## config.mk

```make
export PLATFORM = sky130hd
export DESIGN_NAME = mbpi_mul
export DESIGN_NICKNAME = d
export VERILOG_FILES = /design/src/rtl/core/mbpi_pkg.sv /design/src/rtl/core/mbpi_mul.sv
export SDC_FILE = /design/constraint.sdc
export NUM_CORES = 1
export LEC_CHECK = 0
export BUFFER_PORTS_ARGS = -buffer_cell sky130_fd_sc_hd__buf_2
export CAP_MARGIN = 10
export CORE_MARGIN = 2
export CORE_UTILIZATION = 45
export CTS_CLUSTER_DIAMETER = 80
export DETAILED_ROUTE_END_ITERATION = 8
export GPL_ROUTABILITY_DRIVEN = 0
export MAX_ROUTING_LAYER = met4
export PLACE_DENSITY_LB_ADDON = 0.3
export SYNTH_ARGS = -nofsm -noshare
export SYNTH_HDL_FRONTEND = slang
export SYNTH_SLANG_ARGS = --single-unit
```

## constraint.sdc

```tcl
create_clock -name clk_i -period 3.32 [get_ports clk_i]
set_input_delay 0 -clock clk_i [delete_from_list [all_inputs] [get_ports clk_i]]
set_output_delay 0 -clock clk_i [all_outputs]
set_load 0.005 [all_outputs]
```

## src/rtl/core/mbpi_pkg.sv

```systemverilog
// ----------------------------------------------------------------------------
// mbpi_pkg
// shared types, constants and the cordic angle table of the pose integrator
// ----------------------------------------------------------------------------
package mbpi_pkg;

  typedef enum logic [1:0] {
    DM_DIFF     = 2'd0,
    DM_OMNI     = 2'd1,
    DM_OMNI_ROT = 2'd2,
    DM_ACKER    = 2'd3
  } drive_model_e;

  typedef enum logic [2:0] {
    RI_MODEL   = 3'd0,
    RI_STEP    = 3'd1,
    RI_WBASE   = 3'd2,
    RI_START_X = 3'd3,
    RI_START_Y = 3'd4,
    RI_START_H = 3'd5
  } reg_idx_e;

  // round(2^32 / (2*pi)) in q0.32
  localparam logic [63:0] INV_TWO_PI = 64'd683565276;

  localparam logic signed [33:0] CORDIC_GAIN  = 34'sd652032874;
  localparam logic signed [33:0] QUARTER_TURN = 34'sd1073741824;
  localparam logic signed [33:0] HALF_TURN    = 34'sd2147483648;

  typedef struct packed {
    logic        start;
    logic [63:0] a;
    logic [63:0] b;
  } mul_req_t;

  typedef struct packed {
    logic        done;
    logic [63:0] p;
  } mul_rsp_t;

  typedef struct packed {
    logic        start;
    logic [63:0] num;
    logic [63:0] den;
  } div_req_t;

  typedef struct packed {
    logic        done;
    logic [63:0] quo;
  } div_rsp_t;

  typedef struct packed {
    logic        start;
    logic [31:0] angle;
  } cor_req_t;

  typedef struct packed {
    logic        done;
    logic [33:0] cos_v;
    logic [33:0] sin_v;
  } cor_rsp_t;

  // atan(2^-i) as a binary angle, 2^32 per turn
  function automatic logic [31:0] atan_turn(input logic [4:0] i);
    logic [31:0] r;
    case (i)
      5'd0:  r = 32'd536870912;
      5'd1:  r = 32'd316933406;
      5'd2:  r = 32'd167458907;
      5'd3:  r = 32'd85004756;
      5'd4:  r = 32'd42667331;
      5'd5:  r = 32'd21354465;
      5'd6:  r = 32'd10679838;
      5'd7:  r = 32'd5340245;
      5'd8:  r = 32'd2670163;
      5'd9:  r = 32'd1335087;
      5'd10: r = 32'd667544;
      5'd11: r = 32'd333772;
      5'd12: r = 32'd166886;
      5'd13: r = 32'd83443;
      5'd14: r = 32'd41722;
      5'd15: r = 32'd20861;
      5'd16: r = 32'd10430;
      5'd17: r = 32'd5215;
      5'd18: r = 32'd2608;
      5'd19: r = 32'd1304;
      5'd20: r = 32'd652;
      5'd21: r = 32'd326;
      5'd22: r = 32'd163;
      5'd23: r = 32'd81;
      5'd24: r = 32'd41;
      5'd25: r = 32'd20;
      5'd26: r = 32'd10;
      5'd27: r = 32'd5;
      5'd28: r = 32'd3;
      5'd29: r = 32'd1;
      5'd30: r = 32'd1;
      default: r = 32'd0;
    endcase
    return r;
  endfunction

endpackage

```

## src/rtl/core/mbpi_mul.sv

```systemverilog
// ----------------------------------------------------------------------------
// mbpi_mul
// shift-add multiplier, low 64 bits of the product, one bit per cycle
// ----------------------------------------------------------------------------
module mbpi_mul import mbpi_pkg::*; (
  input  logic     clk_i,
  input  logic     rst_ni,
  input  mul_req_t req_i,
  output mul_rsp_t rsp_o
);

  logic        busy_q, done_q;
  logic [63:0] acc_q, a_q, b_q;

  always_ff @(posedge clk_i or negedge rst_ni) begin
    if (!rst_ni) begin
      busy_q <= 1'b0;
      done_q <= 1'b0;
    end else begin
      done_q <= 1'b0;
      if (req_i.start) begin
        busy_q <= 1'b1;
      end else if (busy_q && (b_q == '0)) begin
        busy_q <= 1'b0;
        done_q <= 1'b1;
      end
    end
  end

  // stops as soon as no multiplier bits are left
  always_ff @(posedge clk_i) begin
    if (req_i.start) begin
      acc_q <= '0;
      a_q   <= req_i.a;
      b_q   <= req_i.b;
    end else if (busy_q && (b_q != '0)) begin
      if (b_q[0]) begin
        acc_q <= acc_q + a_q;
      end
      a_q <= {a_q[62:0], 1'b0};
      b_q <= {1'b0, b_q[63:1]};
    end
  end

  assign rsp_o.done = done_q;
  assign rsp_o.p    = acc_q;

endmodule

```

==> results.ini <==
[synth]
synth_nets = 1301
syn-cell-area_um2 = 11500
ys_seq_area_share_pct = 45.0
synth_top_flop_cell = edfxtp_1
ys_types = 71
syn_inst = 1106
synthArstFlopShare_pct = 1.03
synth_edf_count = 128
synthTopCellsByArea = edfxtp_1 33%, mux2_2 12%, dfxtp_1 11%
yosysTopAreaCell = edfxtp_1
syn_area_per_cell_um2 = 10.4
ys_seq_elements = 194
synth_top_area_share_pct = 33.4
synth_warnings = 0

[power]
power.leakage_nw = 6.61
peakVddDrop_v = 0.000332
clkPwrFrac_pct = 24.9
power_density_nw_per_um2 = 593
p_int_w = 0.00577
combPwrFrac_pct = 39.4
seqPwrFrac_pct = 35.6
p_sw_w = 0.00332
swShare_pct = 36.5

[min_path]
holdPathEnd = b_q[51]$_DFFE_PP_
hold_path_class = in2reg
hp-start = req_i[51]
hold_depth = 3

[job]
maxCapViolCount = 0

[cells_and_area]
area_delta_synth_final_pct = 33.3
final_util_pct = 61.1
final_design_area_no_fill_um2 = 15300
layout-drive-gt1-share_pct = 31.3
nets = 1657

[routing]
routedWlPerCell_um = 16.8
drt_wl_total_um = 30400
num_vias = 9844
first_pass_iters = 4
ant_nets = 0
initialDrtViolationCount = 594
via_per_inst = 5.45
drcViolationCount = 0

[timing]
drv_slew = 0
worstMarginPinSlew_ns = 0.739
period_share_pct = 98.8
min_period_ns = 3.28
finalSetupTns_ns = 0
finalHoldViolCount = 0
fmax_mhz = 305
clock_skew_ns = 0.0209
setup_viol = 0
timing.final.ws_setup_ns = 0.0412
maxSlewHeadroom_pct = 50.7
rsz0062_at_grt = true

[worst_setup_path]
crit_start = a_q[25]$_DFFE_PP_
critPathMaxFanout = 2
critPathCaptureType = flip-flop
timing.rr.end = acc_q[63]$_SDFFE_PP0P_
arrival_ns = 3.61
critical_path_required_ns = 3.65
r2r-start = a_q[25]$_DFFE_PP_
startpoint_type = flip-flop
crit_type = reg2reg
r2r_slack_ns = 0.04
rr_worst_depth = 11

[placement]
dpl_cell_area_um2 = 13200
place_ws_ns = -0.104
numPortBuffers = 195
hpwl_um = 21000

[run_status]
outcome = finished clean

[cts]
cts_tree = done
clock_sinks = 194
cts_buffers = 17
clk_path_buf_depth = 2
h-tree-depth = 4
clk_pin_slew_ns = 0.10
insertion_delay_ns = 0.45
root_buffer = clkbuf_16

[grt]
grt_use_met1_pct = 29.9
grt_pass1_wl_um = 47900
grt_pass1_vias = 9634
grt_start_max_net_pins = 102
use_met3_pct = 3.61
grt_use_met2_pct = 37.1
overflow = 0
track_usage_pct = 23.0
grt.busiest_layer = met2
antenna_found_initial = 0

[floorplanning]
die_w_um = 164
core-area_um2 = 25100
die_area_um2 = 26800
die_y_um = 164
initial_core_util_pct = 45.8
num_rows = 58
io_pins = 196

-- layout by cell type (no fill, tap or decap), types with 7 or more instances in the layout --
cell             n
buf_2          194
nand2_1        140
dlygate4sd3_1  131
edfxtp_1       128
mux2_2         126
a21oi_1        118
buf_4           71
dfxtp_1         64
ha_1            59
a21o_1          37
nor2_1          37
xnor2_1         34
o21ai_0         31
nand4_1         30
xor2_1          18
nor4_1          17
inv_1           17
clkbuf_16       17
o21bai_1        15
a211oi_1        11
nand3_1          9
and3_1           9
nor3_1           9
nand3b_1         8
o21a_1           8
clkinv_8         7
-- power by group through the flow --
stage	logic (W)	registers [W]	clock network [W]
CTS	0.00349	0.00323	0.00230
finish	0.00359	0.00324	0.00227
detailed placement	0.00334	0.00328	0
global placement	0.00332	0.00327	0
global route	0.00397	0.00328	0.00240
floorplan	0.00227	0.00322	0
-- kinds of logic (layout without fill, tap and decap cells) --
| kind of cell | count (synthesis) | count (layout) | share of synthesized area, % |
|---|---|---|---|
| AND/OR/NAND/NOR | 299 | 299 | 12.4 |
| AO/OA/AOI/OAI | 289 | 289 | 16.3 |
| flip-flops | 194 | 194 | 45.0 |
| multiplexers | 128 | 128 | 12.5 |
| buffers and inverters | 80 | 449 | 2.76 |
| adder cells (fa/ha/maj) | 64 | 64 | 7.03 |
| XOR/XNOR | 52 | 52 | 3.96 |
| other | 0 | 1 | 0 |
-- how the worst max path moves through the flow --
stage | endpoint | slack, ns | depth (start not counted)
detailed placement | acc_q[63]$_SDFFE_PP0P_ | -0.10 | 11
global route | acc_q[63]$_SDFFE_PP0P_ | -0.07 | 11
CTS | acc_q[63]$_SDFFE_PP0P_ | -0.03 | 11
global placement | acc_q[63]$_SDFFE_PP0P_ | -0.05 | 11
finish | acc_q[63]$_SDFFE_PP0P_ | 0.04 | 11
floorplan | acc_q[63]$_SDFFE_PP0P_ | 0.14 | 12
-- layout make-up --
cell class              instances  area, um2
clock buffers                  17        425
repair buffers                400       2890
clock inverters                15        245
fillers                      2122       9780
well taps                     330        413
inverters                      17       63.8
multi-input cells             832       6120
diodes                          1       2.50
flip-flops and latches        194       5170
-- critical path, stage by stage (launching register included) --
cell and delay [ns]:
edfxtp_1 0.41, ha_1 0.31, nand2_1 0.09, nor3_2 0.25
nand3_1 0.16, or4_4 0.52, a311o_1 0.36, a21oi_2 0.23
o21ai_2 0.11, o21ai_2 0.16, mux2i_1 0.22, mux2_1 0.35
-- cells in the mapped netlist (8+ instances only) --
cell,number
a211oi_1,11
nand4_1,30
dfxtp_1,64
nand3b_1,8
o21ai_0,33
clkbuf_1,48
nor3_1,12
nand3_1,9
o21a_1,8
xnor2_1,34
a21o_1,37
nand2_1,141
nor4_1,17
o21bai_1,15
edfxtp_1,128
inv_1,17
a21oi_1,120
xor2_1,18
and3_1,9
nor2_1,38
ha_1,63
buf_2,11
mux2_2,126
-- what timing repair did --
action	4_1_cts	5_1_grt
gates cloned	0	0
endpoints found under the hold margin	146	0
setup buffers	0	7
hold buffers	131	0
endpoints found under the setup margin	5	13
gates resized for setup	5	16
pin swaps	2	9
-- metrics by stage --
step	instances	hold slack, ns	total power, W
3_5_place_dp	1635	-0.209	0.00662
5_1_grt	1805	0.377	0.00965
6_report	1806	0.387	0.00909
4_1_cts	1798	0.362	0.00903
3_3_place_gp	1635	-0.216	0.00658
2_1_floorplan	1106	-0.296	0.00549
-- per-layer routing --
| metal | wire length, um | part of all wire, % |
|---|---|---|
| met5 | 0 | 0 |
| met3 | 1370 | 4.5 |
| met1 | 13800 | 45 |
| met2 | 14600 | 48 |
| met4 | 724 | 2.4 |
-- flip-flops by register name, indices dropped and copies added (netlist names) --
name,flops
b_q,64
busy_q,1
a_q,64
done_q,1
acc_q,64
Note: power is estimated with default switching activity, not from simulation.
