`src/rtl/core/mbpi_pkg.sv`:
```
// ----------------------------------------------------------------------------
// mbpi_pkg
// shared types, constants and the cordic angle table of the pose integrator
// ----------------------------------------------------------------------------
package mbpi_pkg;

  typedef enum logic [1:0] {
    DM_DIFF     = 2'd0,
    DM_OMNI     = 2'd1,
    DM_OMNI_ROT = 2'd2,
    DM_ACKER    = 2'd3
  } drive_model_e;

  typedef enum logic [2:0] {
    RI_MODEL   = 3'd0,
    RI_STEP    = 3'd1,
    RI_WBASE   = 3'd2,
    RI_START_X = 3'd3,
    RI_START_Y = 3'd4,
    RI_START_H = 3'd5
  } reg_idx_e;

  // round(2^32 / (2*pi)) in q0.32
  localparam logic [63:0] INV_TWO_PI = 64'd683565276;

  localparam logic signed [33:0] CORDIC_GAIN  = 34'sd652032874;
  localparam logic signed [33:0] QUARTER_TURN = 34'sd1073741824;
  localparam logic signed [33:0] HALF_TURN    = 34'sd2147483648;

  typedef struct packed {
    logic        start;
    logic [63:0] a;
    logic [63:0] b;
  } mul_req_t;

  typedef struct packed {
    logic        done;
    logic [63:0] p;
  } mul_rsp_t;

  typedef struct packed {
    logic        start;
    logic [63:0] num;
    logic [63:0] den;
  } div_req_t;

  typedef struct packed {
    logic        done;
    logic [63:0] quo;
  } div_rsp_t;

  typedef struct packed {
    logic        start;
    logic [31:0] angle;
  } cor_req_t;

  typedef struct packed {
    logic        done;
    logic [33:0] cos_v;
    logic [33:0] sin_v;
  } cor_rsp_t;

  // atan(2^-i) as a binary angle, 2^32 per turn
  function automatic logic [31:0] atan_turn(input logic [4:0] i);
    logic [31:0] r;
    case (i)
      5'd0:  r = 32'd536870912;
      5'd1:  r = 32'd316933406;
      5'd2:  r = 32'd167458907;
      5'd3:  r = 32'd85004756;
      5'd4:  r = 32'd42667331;
      5'd5:  r = 32'd21354465;
      5'd6:  r = 32'd10679838;
      5'd7:  r = 32'd5340245;
      5'd8:  r = 32'd2670163;
      5'd9:  r = 32'd1335087;
      5'd10: r = 32'd667544;
      5'd11: r = 32'd333772;
      5'd12: r = 32'd166886;
      5'd13: r = 32'd83443;
      5'd14: r = 32'd41722;
      5'd15: r = 32'd20861;
      5'd16: r = 32'd10430;
      5'd17: r = 32'd5215;
      5'd18: r = 32'd2608;
      5'd19: r = 32'd1304;
      5'd20: r = 32'd652;
      5'd21: r = 32'd326;
      5'd22: r = 32'd163;
      5'd23: r = 32'd81;
      5'd24: r = 32'd41;
      5'd25: r = 32'd20;
      5'd26: r = 32'd10;
      5'd27: r = 32'd5;
      5'd28: r = 32'd3;
      5'd29: r = 32'd1;
      5'd30: r = 32'd1;
      default: r = 32'd0;
    endcase
    return r;
  endfunction

endpackage

```
`src/rtl/core/mbpi_div.sv`:
```
// ----------------------------------------------------------------------------
// mbpi_div
// signed restoring divider, quotient truncated toward zero, one bit per cycle
// ----------------------------------------------------------------------------
module mbpi_div import mbpi_pkg::*; (
  input  logic     clk_i,
  input  logic     rst_ni,
  input  div_req_t req_i,
  output div_rsp_t rsp_o
);

  logic        busy_q, done_q, neg_q;
  logic [5:0]  cnt_q;
  logic [63:0] rem_q, quo_q, den_q;
  logic [64:0] shifted, diff;

  assign shifted = {rem_q, quo_q[63]};
  assign diff    = shifted - {1'b0, den_q};

  always_ff @(posedge clk_i or negedge rst_ni) begin
    if (!rst_ni) begin
      busy_q <= 1'b0;
      done_q <= 1'b0;
      cnt_q  <= '0;
    end else begin
      done_q <= 1'b0;
      if (req_i.start) begin
        busy_q <= 1'b1;
        cnt_q  <= '0;
      end else if (busy_q) begin
        cnt_q <= cnt_q + 6'd1;
        if (cnt_q == 6'd63) begin
          busy_q <= 1'b0;
          done_q <= 1'b1;
        end
      end
    end
  end

  always_ff @(posedge clk_i) begin
    if (req_i.start) begin
      neg_q <= req_i.num[63] ^ req_i.den[63];
      rem_q <= '0;
      quo_q <= req_i.num[63] ? (64'd0 - req_i.num) : req_i.num;
      den_q <= req_i.den[63] ? (64'd0 - req_i.den) : req_i.den;
    end else if (busy_q) begin
      if (!diff[64]) begin
        rem_q <= diff[63:0];
        quo_q <= {quo_q[62:0], 1'b1};
      end else begin
        rem_q <= shifted[63:0];
        quo_q <= {quo_q[62:0], 1'b0};
      end
    end
  end

  assign rsp_o.done = done_q;
  assign rsp_o.quo  = neg_q ? (64'd0 - quo_q) : quo_q;

endmodule

```
`config.mk`:
```
export PLATFORM = sky130hd
export DESIGN_NAME = mbpi_div
export DESIGN_NICKNAME = d
export VERILOG_FILES = /design/src/rtl/core/mbpi_pkg.sv /design/src/rtl/core/mbpi_div.sv
export SDC_FILE = /design/constraint.sdc
export NUM_CORES = 1
export LEC_CHECK = 0
export BUFFER_PORTS_ARGS = -buffer_cell sky130_fd_sc_hd__buf_2
export CORE_ASPECT_RATIO = 1.5
export CORE_MARGIN = 4
export CORE_UTILIZATION = 41
export CTS_BUF_LIST = sky130_fd_sc_hd__clkbuf_4
export DETAILED_ROUTE_END_ITERATION = 7
export GPL_ROUTABILITY_DRIVEN = 0
export GPL_TIMING_DRIVEN = 0
export HOLD_SLACK_MARGIN = 0.03
export SLEW_MARGIN = 0
export SYNTH_ARGS = -nofsm -noshare
export SYNTH_HDL_FRONTEND = slang
export SYNTH_SLANG_ARGS = --single-unit
```
`constraint.sdc`:
```
create_clock -name clk_i -period 4 [get_ports clk_i]
set_clock_uncertainty 0.1 [all_clocks]
set_input_delay 0.8 -clock clk_i [delete_from_list [all_inputs] [get_ports clk_i]]
set_output_delay 0.8 -clock clk_i [all_outputs]
set_load 0.05 [all_outputs]
```
==> flow_metrics.py <==
metrics = {
    "run_status": {
        "status": "complete, but fails checks",
        "violations": "setup timing",
    },
    "power_and_ir_drop": {
        "switching_share_pct": 37.4,
        "internal_power_mw": 4.13,
        "p_comb_share_pct": 31.4,
        "p_sw_mw": 2.47,
        "max-vdd-ir-drop_uv": 280,
        "power_per_cell_area_nw_per_um2": 335,
        "seqPwrFrac_pct": 38.6,
        "finalPower_mw": 6.60,
        "clkPwrFrac_pct": 30.0,
        "leakage_nw": 7.76,
    },
    "yosys": {
        "synth_edf_count": 129,
        "synth_top_flop_cell": "edfxtp_1",
        "async_flop_share_pct": 3.98,
        "synth.yosys.seq_area_share_pct": 33.5,
        "yosysUniqueCellTypes": 74,
        "syn_inst": 1920,
        "ys_ff_latch": 201,
        "syn_nets": 2120,
        "yosys_warnings": 0,
        "syn_area_per_cell_um2": 8.34,
        "netlist_area_um2": 16000,
    },
    "timing": {
        "rsz0062_at_grt": "yes",
        "finalMaxSlewViolations": 0,
        "finalSetupViolations": 38,
        "fin_setup_tns_ps": -22620,
        "worst_slack_ps": -1180,
        "fmax_mhz": 193,
        "slew_headroom_pct": 27.0,
        "finalHoldViolations": 0,
        "holdWs_ps": 153,
        "tightest_slew_ps": 1090,
        "period_share_pct": 129,
        "min_period_ps": 5180,
    },
    "floorplanning": {
        "core_um2": 38500,
        "io_pins": 196,
        "start_util_pct": 41.5,
        "die_w_um": 169,
        "design.die.area_um2": 42300,
        "fp.dieH_um": 250,
        "placementRows": 88,
    },
    "route": {
        "highest_layer": "met4",
        "wl_met3_um": 2760,
        "via_count": 16200,
        "wl_per_cell_um": 20.4,
        "drc_errors": 0,
        "m1WireLength_um": 20600,
        "via_per_inst": 5.86,
        "dr.pass1.iters": 7,
        "dr_wl_met2_um": 29700,
        "wirelength_um": 56300,
        "ant_nets": 0,
        "drtIter0Drc": 1208,
    },
    "setup_path": {
        "crit_end": "rsp_o[63]",
        "r2r_start": "den_q[17]",
        "rr_worst_depth": 11,
        "worstSetupPathType": "flip-flop to primary output",
        "rr_endpoint": "rem_q[51]",
        "cp.required_ps": 3100,
        "path_cells": "or4_4 > nor3_4 > nand4_2 > or4_4 > or2_4 > or4_4 > or2_4 > o41ai_4 > xnor2_2 > buf_6",
        "rrSetupSlack_ps": 200,
        "critPathMaxFanout": 4,
        "start_kind": "flip-flop",
        "critPathLaunch": "quo_q[15]",
        "max_stage_delay_ps": 580,
        "arrival_ps": 4280,
        "crit_path_end_kind": "primary output",
        "critPathSlowestCell": "or4_4",
        "cp_common_cell": "or4_4",
    },
    "global_routing": {
        "grt_max_degree": 68,
        "grt-ovfl-total": 0,
        "grt_usage_pct": 25.2,
        "first_global_vias": 16200,
        "grt_pass1_wl_um": 85700,
        "antenna_found_initial": 1,
    },
    "clock_tree": {
        "ctsRootBufferMaster": "clkbuf_4",
        "h-tree-depth": 2,
        "tritoncts": "built",
        "cts_buffer_depth": 3,
        "clk_pin_slew_ps": 70,
        "clock_latency_ps": 760,
        "cts_made_buffers": 54,
        "cts.sinks": 201,
    },
    "layout": {
        "layout_common_cells": "212 x nand2_1, 167 x nor2_1, 156 x a21oi_1, 149 x buf_2, 130 x xnor2_1",
        "final_common_cell": "nand2_1",
        "drive_gt1_share_pct": 20.0,
        "final_area_um2": 19700,
        "fin_cells": 2764,
        "fillers": 3717,
        "nets": 2423,
        "syn_to_final_growth_pct": 23.0,
    },
    "placement": {
        "placed_cells": 2609,
        "io_buffers": 193,
        "dpl.hpwl_um": 43100,
        "dpl-instance-area_um2": 17700,
    },
    "worst_hold_path": {
        "hp-start": "req_i[0]",
        "hold_path_class": "input port to flip-flop",
    },
    "run": {
        "cap_violations": 0,
    },
}
[synth_stat cells, drive strengths merged, types with 8 or more instances]
library cell	count	area share [%]
a211oi	8	0.38
a21o	15	0.70
a21oi	156	4.9
a311oi	39	2.1
and2	12	0.47
and3	8	0.31
buf	11	0.30
clkbuf	86	2.0
dfrtp	8	1.3
dfxtp	64	8.0
edfxtp	129	24
ha	68	5.3
inv	95	2.2
mux2i	10	0.63
nand2	220	5.2
nand2b	22	0.86
nand3	33	1.0
nand4	39	1.6
nor2	167	3.9
nor3	33	1.1
nor4	24	1.2
o211ai	13	0.61
o21a	23	1.1
o21ai	118	3.7
o21bai	13	0.61
o31ai	63	3.0
o41ai	35	2.1
or2	8	0.33
or3	30	1.2
or4	37	1.8
xnor2	148	8.1
xor2	88	4.8
[sequential cells by signal, indices dropped and copies added (netlist names)]
register  cells
rem_q        64
cnt_q         6
done_q        1
busy_q        1
den_q        64
neg_q         1
quo_q        64
[power groups by stage]
stage | Combinational [mW] | Clock, mW | Sequential (mW)
finish | 2.07 | 1.98 | 2.55
global placement | 1.81 | 0 | 2.59
detailed placement | 1.83 | 0 | 2.59
global route | 2.21 | 2.13 | 2.56
floorplan | 1.33 | 0 | 2.55
CTS | 2.01 | 2.04 | 2.53
[routing by layer]
metal | vias to the layer above | global-route usage (%)
met1 | 7684 | 26.6
met5 | - | 0
met4 | 0 | 13.2
met3 | 182 | 2.96
li1 | 7720 | -
met2 | 598 | 47.8
[worst max-delay path, delay by kind of cell, from the launching register on]
kind	cells	cell delay (ps)
buffers and inverters	1	190
flip-flops	1	390
XOR/XNOR	1	170
AO/OA/AOI/OAI	1	270
AND/OR/NAND/NOR	7	2540
[worst min-delay path by stage]
stage                end  slack (ps)  cells after the start
3_3_place_gp   rem_q[49]         380                      2
6_report        den_q[0]         150                      1
3_5_place_dp   rem_q[49]         380                      2
2_1_floorplan  rem_q[21]         350                      2
5_1_grt         den_q[0]         130                      1
4_1_cts         den_q[0]          90                      1
[layout make-up]
cell class,instances,area (µm²),share of cell area [%]
Timing Repair Buffer,248,1630,8.30
Inverter,96,360,1.83
Antenna cell,1,2.50,0.0127
Buffer,96,399,2.03
Clock buffer,76,571,2.90
Sequential cell,201,5360,27.2
Tap cell,495,619,3.15
Multi-Input combinational cell,1526,10600,53.8
Clock inverter,25,159,0.807
[timing repair]
action | in CTS | in global routing
hold buffers | 1 | 0
setup endpoints to repair | 110 | 108
cloned | 0 | 0
resized for setup | 140 | 65
endpoints found under the hold margin | 8 | 0
pin swaps | 23 | 24
setup buffers | 39 | 15
[logic make-up (layout without fill, tap and decap cells)]
logic type / count (synthesis) / in the layout / synth area share [%]
compound gates: 548 / 548 / 22.6
xor+xnor: 236 / 236 / 12.9
fa+ha+maj: 69 / 69 / 5.44
buf+inv: 193 / 541 / 4.57
flops: 201 / 201 / 33.5
mux: 11 / 11 / 0.696
other cells: 0 / 1 / 0
simple gates: 662 / 662 / 20.3
[metrics by stage]
stage / util (%) / worst slack [ps]
2_1_floorplan: - / -176
6_report: 51.1 / -1180
3_3_place_gp: 45.9 / -1700
3_5_place_dp: 46.0 / -1000
4_1_cts: 50.1 / -1220
5_1_grt: 51.1 / -1270
Power figures use the tool's default switching activity.
